===== config.mk =====
export PLATFORM = sky130hd
export DESIGN_NAME = pbw_fifo
export DESIGN_NICKNAME = d
export VERILOG_FILES = /design/src/hdl/pinhole_backproject_to_world_top_macros.svh /design/src/hdl/pbw_pkg.sv /design/src/hdl/pbw_fifo.sv
export SDC_FILE = /design/constraint.sdc
export NUM_CORES = 1
export LEC_CHECK = 0
export BUFFER_PORTS_ARGS = -buffer_cell sky130_fd_sc_hd__buf_2
export CAP_MARGIN = 20
export CORE_ASPECT_RATIO = 1.5
export CORE_UTILIZATION = 47
export DETAILED_ROUTE_END_ITERATION = 10
export HOLD_SLACK_MARGIN = 0.06
export PLACE_DENSITY = 0.72
export SLEW_MARGIN = 15
export SYNTH_ARGS = -nofsm -noshare
export SYNTH_HDL_FRONTEND = slang
export SYNTH_SLANG_ARGS = --single-unit

===== constraint.sdc =====
create_clock -name i_clk -period 6.8 [get_ports i_clk]
set_clock_uncertainty 0.05 [all_clocks]
set_input_delay 1.36 -clock i_clk [delete_from_list [all_inputs] [get_ports i_clk]]
set_output_delay 1.36 -clock i_clk [all_outputs]
set_load 0.1 [all_outputs]

===== src/hdl/pinhole_backproject_to_world_top_macros.svh =====
// Assertion macros used by the back-projection top level.
`ifndef PINHOLE_BACKPROJECT_TO_WORLD_TOP_MACROS_SVH
`define PINHOLE_BACKPROJECT_TO_WORLD_TOP_MACROS_SVH
`ifndef SYNTHESIS
// Check a property on every rising edge outside reset.
`define PBW_ASSERT(lbl, clk, rst_n, prop, msg) \
    lbl: assert property (@(posedge clk) disable iff (!rst_n) prop) else $error(msg);
// Check that a condition never holds outside reset.
`define PBW_NEVER(lbl, clk, rst_n, cond, msg) \
    lbl: assert property (@(posedge clk) disable iff (!rst_n) !(cond)) else $error(msg);
`else
`define PBW_ASSERT(lbl, clk, rst_n, prop, msg)
`define PBW_NEVER(lbl, clk, rst_n, cond, msg)
`endif
`endif


===== src/hdl/pbw_pkg.sv =====
// Shared types and constants of the back-projection block.
package pbw_pkg;
    localparam int DIV_STAGES = 61;
    localparam int NUM_W      = 61;
    localparam int REM_W      = 25;

    localparam logic [3:0] REG_FOCAL_X = 4'd0;
    localparam logic [3:0] REG_FOCAL_Y = 4'd1;
    localparam logic [3:0] REG_CENTER_X = 4'd2;
    localparam logic [3:0] REG_CENTER_Y = 4'd3;
    localparam logic [3:0] REG_ROT_ROW0 = 4'd4;
    localparam logic [3:0] REG_ROT_ROW1 = 4'd5;
    localparam logic [3:0] REG_ROT_ROW2 = 4'd6;
    localparam logic [3:0] REG_TRANS    = 4'd7;

    typedef struct packed {
        logic               ok;
        logic               neg_x;
        logic [42:0]        prod_x;
        logic               neg_y;
        logic [42:0]        prod_y;
        logic signed [23:0] depth;
    } t_front_word;

    typedef struct packed {
        logic               ok;
        logic signed [23:0] depth;
    } t_side;
endpackage


===== src/hdl/pbw_fifo.sv =====
// Two-word queue between front end and back end.
module pbw_fifo (
    input  logic                 i_clk,
    input  logic                 i_rst_n,
    input  logic                 i_push,
    input  pbw_pkg::t_front_word i_word,
    input  logic                 i_pop,
    output pbw_pkg::t_front_word o_word,
    output logic                 o_empty,
    output logic                 o_full
);
    import pbw_pkg::*;

    t_front_word r_mem [2];
    logic        r_wr, r_rd;
    logic [1:0]  r_cnt;
    logic        do_push, do_pop;

    assign do_push = i_push && !o_full;
    assign do_pop  = i_pop && !o_empty;
    assign o_empty = (r_cnt == 2'd0);
    assign o_full  = (r_cnt == 2'd2);
    assign o_word  = r_mem[r_rd];

    always_ff @(posedge i_clk) begin
        if (do_push) begin
            r_mem[r_wr] <= i_word;
        end
    end

    always_ff @(posedge i_clk) begin
        if (!i_rst_n) begin
            r_wr  <= 1'b0;
            r_rd  <= 1'b0;
            r_cnt <= 2'd0;
        end else begin
            if (do_push) r_wr <= !r_wr;
            if (do_pop)  r_rd <= !r_rd;
            r_cnt <= r_cnt + 2'(do_push) - 2'(do_pop);
        end
    end
endmodule


# [After elaboration in Yosys (flattened, before gate mapping)]
# Memory sizes are Yosys's and may differ from the RTL's. A register that Yosys moved wholly into a read port is not among the register bits.
# Index checks and enable logic that the tools add are counted.
[totals] n_memories=1 ramBits=226 regBits=4
[classes] n_eq_ne=1 reduce_logical=7 muxes=4 addsub=2
[mem_list] name="r_mem" words=2 word_bits=113 read_ports=1 rd_ports_with_merged_regs=1 wr=1 line_no="pbw_fifo.sv:14" rtl="t_front_word r_mem [2];"
[op_table] cell="1-bit logical NOT" count=4
[op_table] cell="1-bit 2-to-1 mux" count=4
[op_table] cell="2-bit by 1-bit adder with 2-bit output" count=1
[op_table] cell="2-bit equality test, second input constant" count=1
[op_table] cell="1-bit logical AND" count=2
[op_table] cell="2-bit logical NOT" count=1
[op_table] cell="2-bit by 1-bit subtractor with 2-bit output" count=1

# [Depth between registers and ports, before layout]
[depth] depth_word=5 mapped_depth=8 ltp_nobuf=8

# [Worst setup path after synthesis]
# Ideal clock, no wire load.
[synth_timing] path_type="input to register" startpoint="input port i_push" endpoint="memory r_mem[0][0] (netlist bit) (enable)" stages=2 path_buffers=0 t_required_ns=6.164 slack_ns=0.011 t_arrival_ns=6.153 setup_ns=0.586 cell_sequence="nand2_1 nor2_1"
[synth_between] elab_chain_cells=3
[synth_rtl] item="start, declared" line_no="pbw_fifo.sv:5" rtl="input logic i_push,"
[synth_rtl] item="1-bit logical AND" line_no="pbw_fifo.sv:19" rtl="assign do_push = i_push && !o_full;"
[synth_rtl] item="1-bit 2-to-1 mux" line_no="pbw_fifo.sv:26" rtl="if (do_push) begin"
[synth_rtl] item="1-bit 2-to-1 mux (implied by the code)" line_no="pbw_fifo.sv:27" rtl="r_mem[r_wr] <= i_word;"
[synth_rtl] item="end, declared" line_no="pbw_fifo.sv:14"
# Every way passes these cells.

==> impl_metrics.json <==
{
  "ys_types": 19,
  "min_period_over_period": 0.587,
  "crit_fanout": 42,
  "yosys.area.top_type": "edfxtp_1",
  "synth_edf_count": 226,
  "synth_top_area_share": 0.782,
  "htreeDepth": 1,
  "clockBufferDepth": 3,
  "cts_tree": "built",
  "rsz0062_at_grt": "no",
  "final_nets": 744,
  "post_cts_resized": 0,
  "holdPathEnd": "r_wr$_SDFFE_PN0P_",
  "hold_start": "r_wr$_SDFFE_PN0P_",
  "relSlewSlack": 0.374,
  "crit_required_ns": 5.39,
  "fin_crit_ns": 3.99,
  "syn-cell-area_um2": 8680,
  "wl_per_cell_um": 18.1,
  "grt_first_pass_wirelength_mm": 22.6,
  "antenna_left": 0,
  "remaining_drc_errors": 0,
  "synth_cells": 379,
  "cts.sinks": 231,
  "final_layout_size_suffix_gt1_frac": 0.593,
  "end_kind": "output port",
  "hold_depth": 2,
  "min_path_type": "reg -> reg",
  "critPathKind": "reg -> out",
  "syn_nets": 498,
  "ys_ff_latch": 231,
  "maxCapViolCount": 0,
  "post_cts_buffers": 0,
  "wirelength_mm": 15.5,
  "dp_hpwl_mm": 10.4,
  "vias": 4247,
  "cts_root_buffer": "clkbuf_16",
  "synth.area.top_cells": "edfxtp_1 78%, mux2_4 12%, mux2_2 5.6%, dfxtp_1 1.2%, buf_6 1.0%",
  "max_freq_mhz": 250,
  "most-common-layout-cells": "231 x buf_2, 226 x edfxtp_1, 70 x mux2_4",
  "syn_area_per_cell_um2": 22.9,
  "track_usage": 0.157,
  "async_flop_share": 0,
  "fillers": 1376,
  "syn_to_final_growth_pct": 22.7,
  "io_pins": 232,
  "reg2reg_slack_ns": 4.33,
  "firstDrtPassIters": 4,
  "grt_start_max_net_pins": 71,
  "ys.flop_type": "edfxtp_1",
  "crit_chain": "buf_4 -> mux2_2 -> buf_2",
  "regToRegEndpoint": "r_mem[1][15]$_DFFE_PP_",
  "finalHoldViolCount": 0,
  "ys_warn_count": 0,
  "viasPerCell": 4.96,
  "die_x_um": 113,
  "start_util": 0.482,
  "start_kind": "register",
  "design.core.area_um2": 18000,
  "grt_pass1_vias": 4467,
  "portBuffers": 231,
  "final_common_cell": "buf_2",
  "crit_slowest_cell": "dfxtp_4",
  "r2r_start": "r_cnt[0]$_SDFF_PN0_",
  "slew_viol_final": 0,
  "worstSkewPairLatency_ns": 0.49,
  "drt_iter0_drc": 218,
  "cts_buffers": 21,
  "setup_violations": 0,
  "arrival_ns": 2.58,
  "antenna_found_initial": 2,
  "dieArea_um2": 19000,
  "tightest_slew_ns": 0.939,
  "cpPeakStageDelay_ns": 0.69,
  "path_clk_slew_ns": 0.06,
  "yosysSeqAreaShare": 0.793,
  "setup_tns_ns": 0,
  "fp.dieH_um": 168,
  "r2r_cells": 3,
  "gr-total-overflow": 0,
  "place.gp.congestion": 0.712,
  "outcome": "completed",
  "cts_hold_buf": 0,
  "num_rows": 60
}
==> critical path, delay by kind of cell (launching register included) <==
kind,cells,cell delay (ns)
buf+inv,2,1.08
flops,1,0.69
mux,1,0.29
==> routing by layer <==
layer,wire [µm],vias to the layer above,global-route usage
met5,0,-,0
met4,530,0,0.0681
met3,1070,35,0.0428
met2,8550,149,0.303
met1,5380,2085,0.154
li1,-,1978,-
==> logic make-up after synthesis <==
group,synth area share
AOI/OAI and AO/OA,0.000865
xor gates and xnor gates,0.00202
adders and majority gates,0.00288
buffers and inverters,0.0157
DFF,0.793
muxes,0.178
and+or+nand+nor,0.00721
==> synthesized netlist by cell type (2+ instances only) <==
library cell,count
dfxtp_1,5
nand2_1,2
buf_6,8
nor2_1,5
edfxtp_1,226
inv_1,3
mux2_4,70
and2_1,2
buf_2,4
nand2b_1,2
mux2_2,43
ha_1,2
==> sequential cells by signal, indices dropped and copies added (netlist names), named ones only <==
| signal | count |
|---|---|
| r_rd | 1 |
| r_mem | 226 |
| r_wr | 1 |
| r_cnt | 2 |
==> cell type report <==
class / count / area (µm²) / share of cell area
Clock inverter: 8 / 63.8 / 0.00599
Timing Repair Buffer: 236 / 1190 / 0.112
Antenna cell: 2 / 5.00 / 0.000470
Multi-Input combinational cell: 132 / 1670 / 0.157
Inverter: 3 / 11.3 / 0.00106
Sequential cell: 231 / 6890 / 0.647
Clock buffer: 27 / 548 / 0.0514
Tap cell: 217 / 272 / 0.0255
==> worst max path at each step <==
| stage | to | slack [ns] |
|---|---|---|
| 2_1_floorplan | r_mem[0][0]$_DFFE_PP_ | 0.01 |
| 3_3_place_gp | o_word[33] | 3.32 |
| 3_5_place_dp | o_word[10] | 3.27 |
| 4_1_cts | o_word[11] | 2.76 |
| 5_1_grt | o_word[10] | 2.65 |
| 6_report | o_word[10] | 2.81 |
==> per-stage QoR <==
| step | hold WS [ns] | util | instances | instance area [µm²] | worst slack [ns] |
|---|---|---|---|---|---|
| 2_1_floorplan | 0.405 | - | 379 | 8680 | 0.0106 |
| 3_3_place_gp | 0.448 | 0.557 | 819 | 10000 | 3.32 |
| 3_5_place_dp | 0.492 | 0.557 | 819 | 10000 | 3.27 |
| 4_1_cts | 0.501 | 0.591 | 854 | 10600 | 2.76 |
| 5_1_grt | 0.533 | 0.591 | 854 | 10600 | 2.65 |
| 6_report | 0.498 | 0.591 | 856 | 10700 | 2.81 |
Power is left out: the tool's default activity adds up to more than one toggle a clock period on the data nets, which glitch-free logic cannot reach.
