`config.mk`:
```
export PLATFORM = sky130hd
export DESIGN_NAME = pbw_front
export DESIGN_NICKNAME = d
export VERILOG_FILES = /design/src/hdl/pinhole_backproject_to_world_top_macros.svh /design/src/hdl/pbw_pkg.sv /design/src/hdl/pbw_front.sv
export SDC_FILE = /design/constraint.sdc
export NUM_CORES = 2
export LEC_CHECK = 0
export BUFFER_PORTS_ARGS = -buffer_cell sky130_fd_sc_hd__buf_2
export CAP_MARGIN = 20
export CORE_ASPECT_RATIO = 1.4
export CORE_MARGIN = 5
export CORE_UTILIZATION = 50
export DETAILED_ROUTE_END_ITERATION = 10
export PLACE_DENSITY = 0.67
export REMOVE_ABC_BUFFERS = 1
export SLEW_MARGIN = 20
export SYNTH_ARGS = -nofsm -noshare
export SYNTH_HDL_FRONTEND = slang
export SYNTH_SLANG_ARGS = --single-unit
```
`constraint.sdc`:
```
create_clock -name i_clk -period 18 [get_ports i_clk]
set_input_delay 3.6 -clock i_clk [delete_from_list [all_inputs] [get_ports i_clk]]
set_output_delay 3.6 -clock i_clk [all_outputs]
set_load 0.02 [all_outputs]
```
`src/hdl/pinhole_backproject_to_world_top_macros.svh`:
```
// Assertion macros used by the back-projection top level.
`ifndef PINHOLE_BACKPROJECT_TO_WORLD_TOP_MACROS_SVH
`define PINHOLE_BACKPROJECT_TO_WORLD_TOP_MACROS_SVH
`ifndef SYNTHESIS
// Check a property on every rising edge outside reset.
`define PBW_ASSERT(lbl, clk, rst_n, prop, msg) \
    lbl: assert property (@(posedge clk) disable iff (!rst_n) prop) else $error(msg);
// Check that a condition never holds outside reset.
`define PBW_NEVER(lbl, clk, rst_n, cond, msg) \
    lbl: assert property (@(posedge clk) disable iff (!rst_n) !(cond)) else $error(msg);
`else
`define PBW_ASSERT(lbl, clk, rst_n, prop, msg)
`define PBW_NEVER(lbl, clk, rst_n, cond, msg)
`endif
`endif

```
`src/hdl/pbw_pkg.sv`:
```
// Shared types and constants of the back-projection block.
package pbw_pkg;
    localparam int DIV_STAGES = 61;
    localparam int NUM_W      = 61;
    localparam int REM_W      = 25;

    localparam logic [3:0] REG_FOCAL_X = 4'd0;
    localparam logic [3:0] REG_FOCAL_Y = 4'd1;
    localparam logic [3:0] REG_CENTER_X = 4'd2;
    localparam logic [3:0] REG_CENTER_Y = 4'd3;
    localparam logic [3:0] REG_ROT_ROW0 = 4'd4;
    localparam logic [3:0] REG_ROT_ROW1 = 4'd5;
    localparam logic [3:0] REG_ROT_ROW2 = 4'd6;
    localparam logic [3:0] REG_TRANS    = 4'd7;

    typedef struct packed {
        logic               ok;
        logic               neg_x;
        logic [42:0]        prod_x;
        logic               neg_y;
        logic [42:0]        prod_y;
        logic signed [23:0] depth;
    } t_front_word;

    typedef struct packed {
        logic               ok;
        logic signed [23:0] depth;
    } t_side;
endpackage

```
`src/hdl/pbw_front.sv`:
```
// Front end: offset from principal point, depth check, offset times depth.
module pbw_front (
    input  logic                 i_clk,
    input  logic                 i_rst_n,
    input  logic                 i_accept,
    input  logic [15:0]          i_pixel_x,
    input  logic [15:0]          i_pixel_y,
    input  logic signed [23:0]   i_depth_mm,
    input  logic [19:0]          i_center_x,
    input  logic [19:0]          i_center_y,
    output logic                 o_push,
    output pbw_pkg::t_front_word o_word
);
    import pbw_pkg::*;

    logic               r_v1, r_ok1, r_negx1, r_negy1;
    logic [19:0]        r_magx1, r_magy1;
    logic signed [23:0] r_d1;
    logic [20:0]        off_x, off_y;
    logic               r_v2;
    t_front_word        r_w2;

    assign off_x = {1'b0, i_pixel_x, 4'b0} - {1'b0, i_center_x};
    assign off_y = {1'b0, i_pixel_y, 4'b0} - {1'b0, i_center_y};

    always_ff @(posedge i_clk) begin
        if (!i_rst_n) begin
            r_v1 <= 1'b0;
            r_v2 <= 1'b0;
        end else begin
            r_v1 <= i_accept;
            r_v2 <= r_v1;
        end
    end

    always_ff @(posedge i_clk) begin
        r_ok1   <= !i_depth_mm[23] && (i_depth_mm != 24'sd0);
        r_negx1 <= off_x[20];
        r_negy1 <= off_y[20];
        r_magx1 <= off_x[20] ? 20'(-off_x) : off_x[19:0];
        r_magy1 <= off_y[20] ? 20'(-off_y) : off_y[19:0];
        r_d1    <= i_depth_mm;

        r_w2.ok     <= r_ok1;
        r_w2.neg_x  <= r_negx1;
        r_w2.neg_y  <= r_negy1;
        r_w2.depth  <= r_d1;
        r_w2.prod_x <= r_ok1 ? 43'(r_magx1 * r_d1[22:0]) : 43'd0;
        r_w2.prod_y <= r_ok1 ? 43'(r_magy1 * r_d1[22:0]) : 43'd0;
    end

    assign o_push = r_v2;
    assign o_word = r_w2;
endmodule

```
-- After elaboration in Yosys (flattened, before gate mapping)
Index checks and enable logic that the tools add are counted.
- add/sub/neg operators: 4
- multipliers: 2
- muxes and demuxes: 2
- reduce and logical (&&, ||, !) cells: 3
- operators by type and width (kind ; count):
    $mul A20 B23 Y43 ; 2
    $sub A20 B20 Y21 ; 2
    $mux W20 ; 2
    $neg A20 Y20 ; 2
    $reduce_bool A24 Y1 ; 1
    $logic_and A1 B1 Y1 ; 1
    $logic_not A1 Y1 ; 1
- register bits: 182
- input port bits: 99
- word-level logic and storage cells: 25

-- Longest topological paths before layout
- word-level depth: 3
- depth in mapped cells: 28
- mapped depth without buffers: 26

-- Worst setup path before layout
Ideal clock, no wire load.
- kind: register -> register
- from: reg r_magy1[5]
- to: reg r_w2, in the netlist o_word[59]
- arrival time: 6433 ps
- required time: 17872 ps
- slack: 11439 ps
- stages on the path, launching flop included: 25
- clock period less this slack: 6561 ps
- cell sequence: dfxtp_1 -> clkbuf_1 -> and2_1 -> fa_1 -> inv_1 -> fa_1 -> fa_1 -> inv_1 -> fa_1 -> fa_1 -> fa_1 -> inv_1 -> fa_1 -> inv_1 -> ha_1 -> clkbuf_1 -> nand4_1 -> or4_1 -> o211ai_1 -> o21ai_0 -> a21oi_1 -> a31oi_1 -> o21ai_0 -> xnor2_1 -> nor2_1
- word-level cells in the longest chain between the ends: 1
- ends and longest elaborated chain (what ; line ; RTL):
    from (decl) ; pbw_front.sv:17 ; logic [19:0] r_magx1, r_magy1;
    from (signal assigned) ; pbw_front.sv:41 ; r_magy1 <= off_y[20] ? 20'(-off_y) : off_y[19:0];
    $mul A20 B23 Y43 ; pbw_front.sv:49 ; r_w2.prod_y <= r_ok1 ? 43'(r_magy1 * r_d1[22:0]) : 43'd0;
    to (decl) ; pbw_front.sv:21 ; t_front_word r_w2;
No other way between the ends.
A chain may end at the register's enable or synchronous reset.

-- Final worst setup path
- from: reg r_d1[8]
- to: reg r_w2, in the netlist o_word[62]
- word-level cells in the longest chain between the ends: 1
- ends and longest elaborated chain (what ; line ; RTL):
    from (decl) ; pbw_front.sv:18 ; logic signed [23:0] r_d1;
    from (signal assigned) ; pbw_front.sv:42 ; r_d1 <= i_depth_mm;
    $mul A20 B23 Y43 ; pbw_front.sv:49 ;
No other way between the ends.

==> metrics.md <==
| Metric | Value |
|---|---|
| Final Setup Violations | 0 |
| Commonest non-fill, non-tap cell in the layout | inv_1 |
| Vias | 27500 |
| Grt met1 use | 27.6% |
| Layout cells sized above 1 | 7.34% |
| Met2 GRT Util | 44.1% |
| Synth Area in Compound Gates | 5.76% |
| Avg WL per Cell | 17.8 um |
| Detailed Routing Iterations Pass 1 | 5 |
| Clk Latency, worst-skew pair | 0.52 ns |
| EDFF count, synth | 0 |
| Multiplexer share of the synthesized area | 0.0541% |
| Most frequent cells in the layout | inv_1, fa_1, nand2_1 |
| Asr flop ratio synth | 0% |
| Post-DP HPWL | 70.7 mm |
| Die height | 332 um |
| Antenna violations before repair | 4 |
| #FFs+latches synth | 182 |
| Startpoint types | register |
| Fin. Hold Viols | 0 |
| Post-synth cell types | 71 |
| Largest net degree at the start of global routing | 69 |
| Postcts setup bufs | 0 |
| Crit path kind | register to register |
| Critical Path RT | 18.37 ns |
| CP max-delay cell | dfxtp_1 |
| Post-CTS Hold Buffers | 0 |
| Number of CTS-inserted buffers | 17 |
| Post-synthesis cell count | 4157 |
| Gr busiest metal | met2 |
| Total routed wirelength | 92.3 mm |
| Die X-Extent | 240 um |
| Nets@finish | 5412 |
| Vias in the first global route | 29900 |
| Total clock sinks | 182 |
| Gp weighted congestion | 0.877 |
| Via density | 5.28 |
| CP dominant cell by count | fa_1 |
| Simple-gate portion of the synthesized area | 17.9% |
| XOR/XNOR share of the synthesized area | 3.43% |
| Fill cell count | 6813 |
| Crit path max fanout | 23 |
| Max Cap Viol | 0 |
| Status | finished clean |
| I/O pin cnt | 213 |
| Fmax achieved | 0.125 GHz |
| CTS tree | done |
| CTS max path bufs | 2 |
| Crit share post-route | 44.6% |
| Post-layout min period | 8.02 ns |
| Core Region | 73700 um2 |
| Top FF cell, synth | dfxtp_1 |
| RSZ-0062 raised after global routing | false |
| YS warnings | 0 |
| Worst path max stage delay | 0.99 ns |
| Relative slew margins | 23.0% |
| H-Tree Depth | 4 |
| Setup_tns | 0 ns |
| First-pass GRT wire length | 153 mm |
| Part of the Yosys area used for sequential elements | 9.84% |
| Initial drt markers | 1274 |
| Worst Hold Class | register to register |
| Number of routed nets with antenna violations | 0 |
| Final setup skew | 0.0254 ns |
| Die ar. | 79700 um2 |
| Starting Density | 50.3% |
| Setup crit end kind | register |
| Synth-to-Final Area Change | 6.58% |
| Pins over their slew limit | 0 |
| Clk root buf | clkbuf_16 |
| DRC Markers | 0 |
| Critical path arrival | 8.39 ns |
| Adder-cell share of the synthesized area | 51.9% |
| Post-CTS sizing | 0 |
| Routing usage on met3 | 2.94% |
| Row Count | 118 |
| Worst Tran Pin Value | 1.15 ns |
| Port Buffer Count | 212 |
| Largest family of logic cells by synthesized area | adder cells |
| GR Overflow Total | 0 |
| Cell Area, Synth | 37000 um2 |
| Clock transition at path regs | 0.09 ns |
| Total GRT Usage | 24.1% |
| Synthesized area per cell | 8.91 um2 |
## worst max-delay path, delay by kind of cell, from the launching register on
| kind | cells | cell delay, ns |
|---|---|---|
| compound gates | 7 | 2.05 |
| flops | 1 | 0.99 |
| xor+xnor | 1 | 0.16 |
| simple gates | 2 | 0.23 |
| fa+ha+maj | 8 | 3.72 |
| buf+inv | 7 | 0.70 |
## routing by layer
metal,vias to the layer above,part of all wire (%)
met5,-,0.0076
met4,2,5.2
met3,243,4.3
met2,691,53
met1,14000,37
li1,12500,-
## cells by family after synthesis
logic type / after synthesis
AND/OR/NAND/NOR: 1313
multiplexers: 2
buffers and inverters: 1093
AO/OA/AOI/OAI: 335
adder cells (fa/ha/maj): 1088
XOR/XNOR: 144
flip-flops: 182
## area by class of cell
class                   count  area (um2)  share of cell area, %
clock buffers              18         439                   1.11
repair buffers            259        1410                   3.58
diodes                      2        5.00                 0.0127
multi-input cells        2882       29300                   74.2
inverters                 883        3310                   8.40
clock inverters            14         173                  0.438
flip-flops and latches    182        3640                   9.23
well taps                 960        1200                   3.04
## through the flow
stage | area (um2) | hold WS [ns] | utilization (%) | cells | setup WS (ns)
6_report | 39500 | 0.335 | 53.6 | 5200 | 9.98
5_1_grt | 39500 | 0.352 | 53.6 | 5199 | 9.55
4_1_cts | 39400 | 0.337 | 53.5 | 5198 | 10.01
3_5_place_dp | 38800 | 0.318 | 52.7 | 5166 | 10.08
3_3_place_gp | 38800 | 0.312 | 52.7 | 5166 | 10.22
2_1_floorplan | 36200 | 0.310 | - | 3947 | 11.22
## state kept, by name (all words and copies together), names as in the netlist
signal   flops
o_word     113
r_magx1     20
r_d1        24
r_magy1     20
r_negx1      1
r_negy1      1
r_ok1        1
r_v1         1
o_push       1
## path summary, 6_finish.rpt
check,start,end,slack [ns],cells after the start
worst max register to register,r_d1[8]$_DFF_P_,o_word[62]$_SDFF_PN0_,9.98,25
worst max-delay path,r_d1[8]$_DFF_P_,o_word[62]$_SDFF_PN0_,9.98,25
worst min-delay path,r_d1[23]$_DFF_P_,o_word[23]$_DFF_P_,0.33,0
worst min register to register,r_d1[23]$_DFF_P_,o_word[23]$_DFF_P_,0.33,0
## cell usage after synthesis (all sizes together), types with 6 or more instances
cell | instances | area, um2
o21a | 9 | 67.6
o31ai | 9 | 72.6
and3 | 18 | 113
xnor2 | 83 | 727
nor2 | 119 | 447
and2 | 500 | 3130
a211oi | 11 | 87.6
or3 | 11 | 68.8
nor2b | 29 | 184
xor2 | 61 | 542
a21o | 51 | 383
o21ai | 82 | 410
ha | 340 | 4250
buf | 6 | 36.3
o21bai | 10 | 75.1
nor4 | 6 | 37.5
a21oi | 96 | 484
inv | 883 | 3310
nand3 | 26 | 130
a31oi | 22 | 138
nor3 | 27 | 140
fa | 748 | 15000
clkbuf | 204 | 766
nand2b | 21 | 131
dfxtp | 182 | 3640
nand4 | 14 | 87.6
nand2 | 517 | 1940
o211ai | 8 | 60.1
Power is left out: the tool's default activity adds up to more than one toggle a clock period on the data nets, which glitch-free logic cannot reach.
